<file path="src/sv/pdc_pkg.sv">
// Shared types, constants and the CRC-16/X-25 byte step for the packet deframer.
// No dependencies; the parser, the result register and the top level import this package.
`default_nettype none

package pdc_pkg;

   localparam logic [15:0] CrcAll1   = 16'hFFFF;
   localparam logic [3:0]  HdrBytes  = 4'd9;

   localparam logic [3:0]  HdrIdxType   = 4'd0;
   localparam logic [3:0]  HdrIdxCrcHi  = 4'd1;
   localparam logic [3:0]  HdrIdxCrcLo  = 4'd2;
   localparam logic [3:0]  HdrIdxStamp0 = 4'd3;
   localparam logic [3:0]  HdrIdxStamp1 = 4'd4;
   localparam logic [3:0]  HdrIdxStamp2 = 4'd5;
   localparam logic [3:0]  HdrIdxStamp3 = 4'd6;

   localparam int RspDataBits = 72;

   typedef struct packed {
      logic        crc_good;
      logic [15:0] payload_length;
      logic [31:0] time_stamp;
      logic [7:0]  packet_type;
      logic        empty_packet;
      logic        is_last;
      logic [7:0]  payload_byte;
   } pdc_result_type;

   function automatic logic [15:0] crc_x25_byte(input logic [15:0] crc, input logic [7:0] b);
      logic [7:0] t;
      t = crc[7:0] ^ b;
      t = t ^ {t[3:0], 4'h0};
      return {8'h00, crc[15:8]} ^ {t, 8'h00} ^ {5'b00000, t, 3'b000} ^ {12'h000, t[7:4]};
   endfunction

endpackage

`default_nettype wire

</file>
<file path="src/sv/pdc_parser.sv">
// Header parser, payload pass-through and running CRC for the packet deframer.
// Depends on pdc_pkg for the result type, header indexes and the CRC byte step.
`default_nettype none

module pdc_parser (
   input  wire                    clock,
   input  wire                    reset,
   input  wire                    fire,
   input  wire  [7:0]             rx_byte,
   input  wire                    packet_start,
   output logic                   res_valid,
   output pdc_pkg::pdc_result_type res
);
   import pdc_pkg::*;

   typedef enum logic [1:0] {
      PhIdle    = 2'd0,
      PhHeader  = 2'd1,
      PhPayload = 2'd2
   } phase_type;

   phase_type   phase_ff, phase_in, phase_eff;
   logic [3:0]  count_ff, count_in, count_eff;
   logic [7:0]  type_ff, type_in;
   logic [15:0] scrc_ff, scrc_in, scrc_eff;
   logic [31:0] stamp_ff, stamp_in, stamp_eff;
   logic [15:0] len_ff, len_in, len_eff;
   logic [15:0] rem_ff, rem_in, rem_eff;
   logic [15:0] rcrc_ff, rcrc_in, rcrc_eff;

   always_comb begin
      phase_eff = packet_start ? PhHeader : phase_ff;
      count_eff = packet_start ? 4'd0 : count_ff;
      scrc_eff  = packet_start ? 16'h0000 : scrc_ff;
      stamp_eff = packet_start ? 32'h0 : stamp_ff;
      len_eff   = packet_start ? 16'h0000 : len_ff;
      rem_eff   = packet_start ? 16'h0000 : rem_ff;
      rcrc_eff  = packet_start ? CrcAll1 : rcrc_ff;

      phase_in  = phase_eff;
      count_in  = count_eff;
      type_in   = type_ff;
      scrc_in   = scrc_eff;
      stamp_in  = stamp_eff;
      len_in    = len_eff;
      rem_in    = rem_eff;
      rcrc_in   = rcrc_eff;
      res_valid = 1'b0;

      case (phase_eff)
         PhHeader: begin
            case (count_eff)
               HdrIdxType: type_in = rx_byte;
               HdrIdxCrcHi, HdrIdxCrcLo: scrc_in = {scrc_eff[7:0], rx_byte};
               HdrIdxStamp0, HdrIdxStamp1, HdrIdxStamp2, HdrIdxStamp3: begin
                  stamp_in = {stamp_eff[23:0], rx_byte};
               end
               default: len_in = {len_eff[7:0], rx_byte};
            endcase
            count_in = count_eff + 4'd1;
            if (count_in >= HdrBytes) begin
               if (len_in == 16'h0000) begin
                  phase_in  = PhIdle;
                  res_valid = 1'b1;
               end else begin
                  rem_in   = len_in;
                  phase_in = PhPayload;
               end
            end
         end
         PhPayload: begin
            rcrc_in   = crc_x25_byte(rcrc_eff, rx_byte);
            rem_in    = rem_eff - 16'd1;
            res_valid = 1'b1;
            if (rem_in == 16'h0000) begin
               phase_in = PhIdle;
            end
         end
         default: begin
            phase_in = PhIdle;
         end
      endcase

      res.payload_byte   = (phase_eff == PhPayload) ? rx_byte : 8'h00;
      res.is_last        = (phase_eff == PhPayload) ? (rem_in == 16'h0000) : 1'b1;
      res.empty_packet   = (phase_eff != PhPayload);
      res.packet_type    = type_in;
      res.time_stamp     = stamp_in;
      res.payload_length = len_in;
      res.crc_good       = res.is_last && ((rcrc_in ^ CrcAll1) == scrc_in);
   end

   always_ff @(posedge clock) begin
      if (reset) begin
         phase_ff <= PhIdle;
         count_ff <= 4'd0;
         type_ff  <= 8'h00;
         scrc_ff  <= 16'h0000;
         stamp_ff <= 32'h0;
         len_ff   <= 16'h0000;
         rem_ff   <= 16'h0000;
         rcrc_ff  <= CrcAll1;
      end else if (fire) begin
         phase_ff <= phase_in;
         count_ff <= count_in;
         type_ff  <= type_in;
         scrc_ff  <= scrc_in;
         stamp_ff <= stamp_in;
         len_ff   <= len_in;
         rem_ff   <= rem_in;
         rcrc_ff  <= rcrc_in;
      end
   end

endmodule

`default_nettype wire

</file>
<file path="src/sv/pdc_out_reg.sv">
// Result register of the packet deframer, driving the rsp_ stream channel.
// Depends on pdc_pkg for the result type and the packed data width.
`default_nettype none

module pdc_out_reg (
   input  wire                          clock,
   input  wire                          reset,
   input  wire                          fire,
   input  wire                          res_valid,
   input  pdc_pkg::pdc_result_type      res,
   output logic                         advance,
   output logic                         rsp_tvalid,
   input  wire                          rsp_tready,
   output logic [pdc_pkg::RspDataBits-1:0] rsp_tdata,
   output logic                         rsp_tlast,
   output logic                         rsp_tuser
);
   import pdc_pkg::*;

   logic           valid_ff, valid_in;
   pdc_result_type res_ff;

   assign advance  = !valid_ff || rsp_tready;
   assign valid_in = fire && res_valid;

   always_ff @(posedge clock) begin
      if (reset) begin
         valid_ff <= 1'b0;
      end else if (advance) begin
         valid_ff <= valid_in;
      end
      if (advance && valid_in) begin
         res_ff <= res;
      end
   end

   assign rsp_tvalid = valid_ff;
   assign rsp_tdata  = {7'b0000000, res_ff.crc_good, res_ff.payload_length,
                        res_ff.time_stamp, res_ff.packet_type, res_ff.payload_byte};
   assign rsp_tlast  = res_ff.is_last;
   assign rsp_tuser  = res_ff.empty_packet;

endmodule

`default_nettype wire

</file>
<file path="src/sv/packet_deframer_crc16_check.sv">
// Top level of the CRC-16/X-25 checked packet deframer.
// Depends on pdc_pkg, pdc_parser and pdc_out_reg.
//
// The req_ channel carries one datagram byte per word; req_tuser marks the
// first byte of a datagram and restarts the parser, dropping any partial one.
// The nine header bytes (type, stored CRC, timestamp, length, big-endian)
// give no result. Each payload byte then comes out as one word on the rsp_
// channel together with the header fields; rsp_tlast marks the last byte of
// the packet, and on that word tdata bit 64 tells whether the CRC matched.
// A header with zero length gives a single word with rsp_tuser and rsp_tlast
// set and a zero payload byte. Bytes outside a datagram are dropped.
// An accepted word is held in the input register and is parsed into the
// result register when that register can advance, so each result passes
// through both registers. One word is accepted per cycle while rsp_tready is
// high, a rate set by the combinational CRC byte update between the registers.
// When rsp_tready is low the result holds and both registers fill, after
// which req_tready drops. Reset clears the parser and empties both stages.
`default_nettype none

module packet_deframer_crc16_check (
   input  wire         clock,
   input  wire         reset,
   input  wire         req_tvalid,
   output logic        req_tready,
   input  wire  [7:0]  req_tdata,   // [7:0] rx_byte
   input  wire         req_tuser,   // [0] packet_start
   output logic        rsp_tvalid,
   input  wire         rsp_tready,
   output logic [71:0] rsp_tdata,   // [7:0] payload_byte, [15:8] packet_type,
                                    // [47:16] time_stamp, [63:48] payload_length,
                                    // [64] crc_good, [71:65] zero
   output logic        rsp_tlast,   // is_last
   output logic        rsp_tuser    // [0] empty_packet
);
   import pdc_pkg::*;

   logic           in_valid_ff;
   logic [7:0]     in_byte_ff;
   logic           in_start_ff;
   logic           advance;
   logic           fire;
   logic           res_valid;
   pdc_result_type res;

   assign fire       = in_valid_ff && advance;
   assign req_tready = !in_valid_ff || advance;

   always_ff @(posedge clock) begin
      if (reset) begin
         in_valid_ff <= 1'b0;
      end else if (req_tready) begin
         in_valid_ff <= req_tvalid;
      end
      if (req_tready && req_tvalid) begin
         in_byte_ff  <= req_tdata;
         in_start_ff <= req_tuser;
      end
   end

   pdc_parser u_parser (
      .clock        (clock),
      .reset        (reset),
      .fire         (fire),
      .rx_byte      (in_byte_ff),
      .packet_start (in_start_ff),
      .res_valid    (res_valid),
      .res          (res)
   );

   pdc_out_reg u_out_reg (
      .clock      (clock),
      .reset      (reset),
      .fire       (fire),
      .res_valid  (res_valid),
      .res        (res),
      .advance    (advance),
      .rsp_tvalid (rsp_tvalid),
      .rsp_tready (rsp_tready),
      .rsp_tdata  (rsp_tdata),
      .rsp_tlast  (rsp_tlast),
      .rsp_tuser  (rsp_tuser)
   );

endmodule

`default_nettype wire

</file>
<file path="config.mk">
export PLATFORM = sky130hd
export DESIGN_NAME = packet_deframer_crc16_check
export DESIGN_NICKNAME = d
export VERILOG_FILES = /design/src/sv/pdc_pkg.sv /design/src/sv/pdc_parser.sv /design/src/sv/pdc_out_reg.sv /design/src/sv/packet_deframer_crc16_check.sv
export SDC_FILE = /design/constraint.sdc
export NUM_CORES = 1
export LEC_CHECK = 0
export BUFFER_PORTS_ARGS = -buffer_cell sky130_fd_sc_hd__buf_2
export CAP_MARGIN = 20
export CORE_AREA = 2 2 156 158
export DETAILED_ROUTE_END_ITERATION = 10
export DIE_AREA = 0 0 158 160
export SYNTH_ARGS = -nofsm -noshare
export SYNTH_HDL_FRONTEND = slang
export SYNTH_HIERARCHICAL = 1
export SYNTH_SLANG_ARGS = --single-unit
</file>
<file path="constraint.sdc">
create_clock -name clock -period 5.6 [get_ports clock]
set_input_delay 0.28 -clock clock [delete_from_list [all_inputs] [get_ports clock]]
set_output_delay 0.28 -clock clock [all_outputs]
set_load 0.01 [all_outputs]
</file>
# ---- After elaboration in Yosys (flattened, before gate mapping)
# Index checks and enable logic that the tools add are counted.
dict set report classes {
  muxes 29
  reduce_logical 16
  n_lt_le_gt_ge 1
  n_eq_ne 10
  bitwise_logic 6
  addsub 2
}
# op count
set ops {}
lappend ops {{two-way mux 16 bit} 12}
lappend ops {{two-way mux 32 bit} 3}
lappend ops {{zero test 16 bit} 3}
lappend ops {{case mux 16 bit (2 select lines)} 1}
lappend ops {{== test 16 bit} 1}
lappend ops {{two-way mux 8 bit} 2}
lappend ops {{inverter 16 bit} 1}
lappend ops {{subtractor 16 x 1 -> 16 bit, second input constant} 1}
lappend ops {{bitwise XOR 16 x 11 -> 16 bit} 1}
lappend ops {{bitwise XOR 16 x 4 -> 16 bit} 1}
lappend ops {{bitwise XOR 8 x 16 -> 16 bit} 1}
lappend ops {{bitwise XOR 8 bit} 2}
lappend ops {{== test 4 x 3 -> 1 bit, second input constant} 3}
lappend ops {{== test 4 x 2 -> 1 bit, second input constant} 2}
lappend ops {{two-way mux 2 bit} 4}
lappend ops {{two-way mux 4 bit} 2}
lappend ops {{OR reduction 7 bit} 1}
lappend ops {{logical AND 1 bit} 5}
lappend ops {{adder 4 x 1 -> 4 bit, second input constant} 1}
lappend ops {{== test 4 x 1 -> 1 bit, second input constant} 1}
lappend ops {{greater-or-equal comparator 4 bit, second input constant} 1}
lappend ops {{zero test 4 bit} 1}
lappend ops {{case mux 2 bit (2 select lines)} 1}
lappend ops {{OR reduction 4 bit} 1}
lappend ops {{other kinds (8)} 12}
dict set report word_totals {
  reg_bits 188
}

# ---- Longest topological paths before layout
dict set report depth {
  word_depth 12
  ltp_mapped 21
  mapped_depth_nobuf 13
}

# ---- Modules after synthesis
# The synthesis kept the hierarchy.
# module seq_area_each_um2 cells_each instances area_per_inst_um2
set by_module_without_submodules {}
lappend by_module_without_submodules {pdc_parser 2202.1 1020 1 7541.0}
lappend by_module_without_submodules {pdc_out_reg 2031.9 80 1 2130.8}
lappend by_module_without_submodules {packet_deframer_crc16_check 290.3 15 1 332.8}

# ---- Least setup slack after synthesis
# Ideal clock, no wire load.
dict set report synth_timing {
  path_kind {register -> register}
  start {register in_start_ff}
  end {register u_out_reg.res_ff, in the netlist u_out_reg/rsp_tdata[0] (enable)}
  path_buffers 8
  stages_incl_launch_ff 17
  synth_period_minus_slack_ns 4.844
  arrival_time_ns 4.442
  setup_slack_ns 0.756
  cell_sequence {edfxtp_1 > buf_2 > buf_2 > buf_1 > clkbuf_1 > clkbuf_1 > clkbuf_1 > buf_1 > or2_2 > ha_1 > clkbuf_1 > inv_1 > nor2_1 > nand3b_1 > a21oi_1 > nand2_2 > nor2b_4}
}
dict set report synth_via {
  elab_chain_cells 11
  elab_cells_between_ends 23
}
# item line_no
set synth_rtl {}
lappend synth_rtl {{from (decl)} packet_deframer_crc16_check.sv:39} ;# logic in_start_ff;
lappend synth_rtl {{from (signal assigned)} packet_deframer_crc16_check.sv:56} ;# in_start_ff <= req_tuser;
lappend synth_rtl {{two-way mux 4 bit} pdc_parser.sv:33} ;# count_eff = packet_start ? 4'd0 : count_ff;
lappend synth_rtl {{== test 4 x 1 -> 1 bit (tied with other cells)} pdc_parser.sv:52} ;# case (count_eff)
lappend synth_rtl {{OR reduction 7 bit (no line)} --}
lappend synth_rtl {{two-way mux 16 bit} pdc_parser.sv:52}
lappend synth_rtl {{two-way mux 16 bit} pdc_parser.sv:50} ;# case (phase_eff)
lappend synth_rtl {{zero test 16 bit} pdc_parser.sv:62} ;# if (len_in == 16'h0000) begin
lappend synth_rtl {{two-way mux 1 bit} pdc_parser.sv:62}
lappend synth_rtl {{two-way mux 1 bit} pdc_parser.sv:61} ;# if (count_in >= HdrBytes) begin
lappend synth_rtl {{case mux 1 bit (2 select lines) *} pdc_parser.sv:50}
lappend synth_rtl {{named net res_valid} packet_deframer_crc16_check.sv:42} ;# logic res_valid;
lappend synth_rtl {{logical AND 1 bit *} pdc_out_reg.sv:24} ;# assign valid_in = fire && res_valid;
lappend synth_rtl {{logical AND 1 bit *} pdc_out_reg.sv:32} ;# if (advance && valid_in) begin
lappend synth_rtl {{to (signal assigned)} pdc_out_reg.sv:33} ;# res_ff <= res;
lappend synth_rtl {{to (decl)} pdc_out_reg.sv:21} ;# pdc_result_type res_ff;
# The timed path passes the listed nets; every way through them passes the cells marked *. The select of a mux whose other input is x is not followed.
# A chain may end at the register's enable or synchronous reset.

==> run_results.csv <==
group,metric,value,unit
sta,period_needed,4510,ps
routing,dr.pass1.iters,5,
clock_network,cts.sinks,188,
floorplanning,die-width,158,µm
placement,hpwl,17.9,mm
synthesis,synth_cell_types,79,
grt,grt_pass1_wl,43.5,mm
floorplanning,ios,89,
synthesis,async_flop_share,0,%
synthesis,netlist_area,10000,µm²
routing,via_per_inst,5.70,
power,p_clk_share,39.8,%
grt,antenna_found_initial,0,
finish,drive_above_1_share,14.6,%
finish,finalNetCount,1164,
critical_path,crit_fanout,24,
routing,antenna_left,0,
min_path,hold_path_class,"input pin to flip-flop",
critical_path,path_cells,"clkinv_1 > nand2_1 > inv_1 > ha_1 > nor3_2 > a2bb2oi_4 > buf_4 > mux2i_2 > nand2b_1 > nor2_1 > a222oi_1 > nand4_1 > o41ai_2 > and4b_1",
floorplanning,core_area,23800,µm²
clock_network,cts_resized,0,
sta,rsz0062_at_grt,"no",
critical_path,cp_slowest_cell,"nand2b_1",
clock_network,cts_root_buf,"clkbuf_16",
clock_network,clk_pin_slew_worst_paths,80,ps
sta,setup_tns,0,ps
sta,finalMaxSlewViolations,0,
synthesis,synth_warnings,6,
sta,finalClockSkew,12.5,ps
clock_network,cts.path.max_buffers,2,
power,p_leak,4.24,nW
sta,final_hold_viol_count,0,
floorplanning,initial_core_util,42.0,%
clock_network,numCtsBuffers,17,
critical_path,crit_buf_inv,3,
finish,fin_area,11200,µm²
grt,met2_usage,33.7,%
grt,gr-total-overflow,0,
placement,gp_congestion,0.890,
synthesis,syn-mean-instance-area,8.97,µm²
power,swShare,29.1,%
power,combinationalPowerShare,12.4,%
routing,wl_per_cell,18.6,µm
placement,numPortBuffers,81,
grt,grt_pass1_vias,7757,
grt,grt_start_max_net_pins,148,
clock_network,clk_latency,440,ps
run_status,status,"finished, final reports clean",
routing,wl,27.4,mm
sta,setup_viol,0,
clock_network,cts_setup_buffers,0,
finish,diodes,0,
power,power.density,274,nW/µm²
clock_network,htreeDepth,4,
grt,grtUsageMet1,31.2,%
critical_path,critPathKind,"flip-flop to flip-flop",
routing,drc,0,
sta,fin_crit_sh,80.5,%
synthesis,seq_area_frac_synth,45.2,%
grt,grt_util_all_layers,21.7,%
routing,vias,8436,
synthesis,syn_inst,1115,
floorplanning,die_area,25300,µm²
floorplanning,row_count,57,
routing,drt_iter0_drc,694,
grt,grtUsageMet3,3.12,%
finish,final_util,47.1,%
critical_path,cp.arrival,4810,ps
power,p_int,2.17,mW
power,ir_drop,0.228,mV
sta,worst_pin_slew,1070,ps
critical_path,end_kind,"flip-flop",
synthesis,synth-seq-cells,188,
clock_network,tritoncts,"yes",
placement,dpl-instance-area,10600,µm²
grt,top_usage_layer,"met2",
power,p_sw,0.892,mW
critical_path,worstSetupStartpointType,"flip-flop",
synthesis,synth-edff-count,76,
job,cap_violations,0,
critical_path,required,5900,ps
sta,whs,13.3,ps
placement,preCtsSetupSlack,1140,ps
critical_path,critPathMaxStageDelay,670,ps
finish,area_growth_syn_to_layout,12.1,%
synthesis,synth_ff_type,"dfxtp_1",
clock_network,cts_hold_buf,2,
power,pwr-share-seq,47.7,%
floorplanning,die_h,160,µm
sta,max_slew_margin,28.5,%
sta,fin_ws,1090,ps
sta,max_freq,222,MHz
critical_path,cp_top_family,"simple AND/OR/NAND/NOR gates",
==> flip-flops by register name (all words and copies together) (netlist names) <==
register,cells
u_out_reg/rsp_tdata,65
u_parser/stamp_ff,32
u_parser/len_ff,16
u_parser/rcrc_ff,16
u_parser/rem_ff,16
u_parser/scrc_ff,16
in_byte_ff,8
u_parser/type_ff,8
u_parser/count_ff,4
u_parser/phase_ff,2
in_start_ff,1
in_valid_ff,1
u_out_reg/rsp_tlast,1
u_out_reg/rsp_tuser,1
u_out_reg/rsp_tvalid,1
==> kinds of logic after synthesis <==
group | Yosys count | share of synthesized area [%]
and+or+nand+nor | 417 | 19.5
AOI/OAI and AO/OA | 250 | 16.6
DFF | 188 | 45.2
buffers and inverters | 122 | 5.01
muxes | 85 | 8.72
xor gates and xnor gates | 43 | 3.76
adders and majority gates | 9 | 1.13
other | 1 | 0.0375
==> metal layers <==
metal | wire length, µm | up-vias
met4 | 605 | 0
met5 | 0 | -
li1 | - | 4061
met3 | 1600 | 46
met1 | 12500 | 4028
met2 | 12800 | 301
==> Yosys cell counts, types with 3 or more instances <==
library cell  instances  area share, %
nor2_1              161            6.0
clkbuf_1             70            2.6
o211a_1               3           0.30
dfxtp_1             112             22
buf_4                 8           0.60
a22oi_1              26            2.0
o211ai_1             10           0.75
buf_1                13           0.49
o32ai_1               4           0.35
nand3_1              27            1.4
nor4_1               14           0.88
and2_1               12           0.75
nor4b_1               4           0.35
xnor2_1              33            2.9
ha_1                  9            1.1
nand2b_1              4           0.25
mux2i_1              70            7.0
nor2b_1               9           0.56
nand2_1              91            3.4
a311oi_1              9           0.79
or3_1                 4           0.25
nor3_1               56            2.8
nor3b_1               4           0.30
or2_2                 4           0.25
mux2_2               14            1.6
a31oi_1              10           0.63
nand4_1               7           0.44
buf_2                11           0.55
a221oi_1              3           0.26
a32oi_1               3           0.26
o31ai_1               8           0.60
and3_1                5           0.31
inv_1                18           0.68
xor2_1               10           0.88
o21ai_0              47            2.4
a21oi_1              70            3.5
o21ai_1               4           0.20
a211oi_1             15            1.1
o22ai_1               8           0.50
edfxtp_1             76             23
==> layout make-up <==
| type | count | area, µm² |
|---|---|---|
| timing repair buffer | 104 | 608 |
| tap | 324 | 405 |
| clock buffer | 18 | 429 |
| sequential | 188 | 4520 |
| multi-input combinational | 811 | 5000 |
| inverter | 20 | 75.1 |
| clock inverter | 14 | 168 |
| fill | 2297 | 12600 |
==> power by group through the flow <==
stage | Clock [mW] | Sequential [mW] | Combinational, mW
finish | 1.22 | 1.46 | 0.382
global route | 1.29 | 1.47 | 0.414
CTS | 1.25 | 1.46 | 0.376
detailed placement | 0 | 1.49 | 0.372
global placement | 0 | 1.49 | 0.375
floorplan | 0 | 1.48 | 0.281
==> metrics by stage <==
| step | power [mW] | cells |
|---|---|---|
| floorplan | 1.77 | 1121 |
| global placement | 1.87 | 1445 |
| detailed placement | 1.87 | 1445 |
| CTS | 3.09 | 1479 |
| global route | 3.18 | 1479 |
| finish | 3.07 | 1479 |
==> path summary, 6_finish.rpt <==
check                                                   startpoint                                  to  slack (ps)  cells past startpoint
worst max register to register               in_start_ff$_DFFE_PP_   u_out_reg/rsp_tdata[64]$_DFFE_PP_        1090                     14
worst max-delay path                         in_start_ff$_DFFE_PP_   u_out_reg/rsp_tdata[64]$_DFFE_PP_        1090                     14
worst min register to register  u_parser/stamp_ff[28]$_SDFFE_PP0P_  u_parser/stamp_ff[28]$_SDFFE_PP0P_         490                      2
worst min-delay path                                  req_tdata[2]             in_byte_ff[2]$_DFFE_PP_          10                      1
==> worst reg2reg max path: stages (launching register included) <==
cell	delay (ps)
edfxtp_1	410
clkinv_1	120
nand2_1	160
inv_1	80
ha_1	220
nor3_2	290
a2bb2oi_4	150
buf_4	300
mux2i_2	470
nand2b_1	670
nor2_1	170
a222oi_1	400
nand4_1	190
o41ai_2	480
and4b_1	260
==> cells in the final DEF, fill, tap and decap left out, types with 26 or more instances in the layout <==
master / count
nor2_1: 161
dfxtp_1: 112
nand2_1: 91
buf_2: 81
edfxtp_1: 76
mux2i_1: 70
a21oi_1: 70
nor3_1: 56
o21ai_0: 47
xnor2_1: 33
nand3_1: 27
a22oi_1: 26
Note: power is estimated with default switching activity, not from simulation.
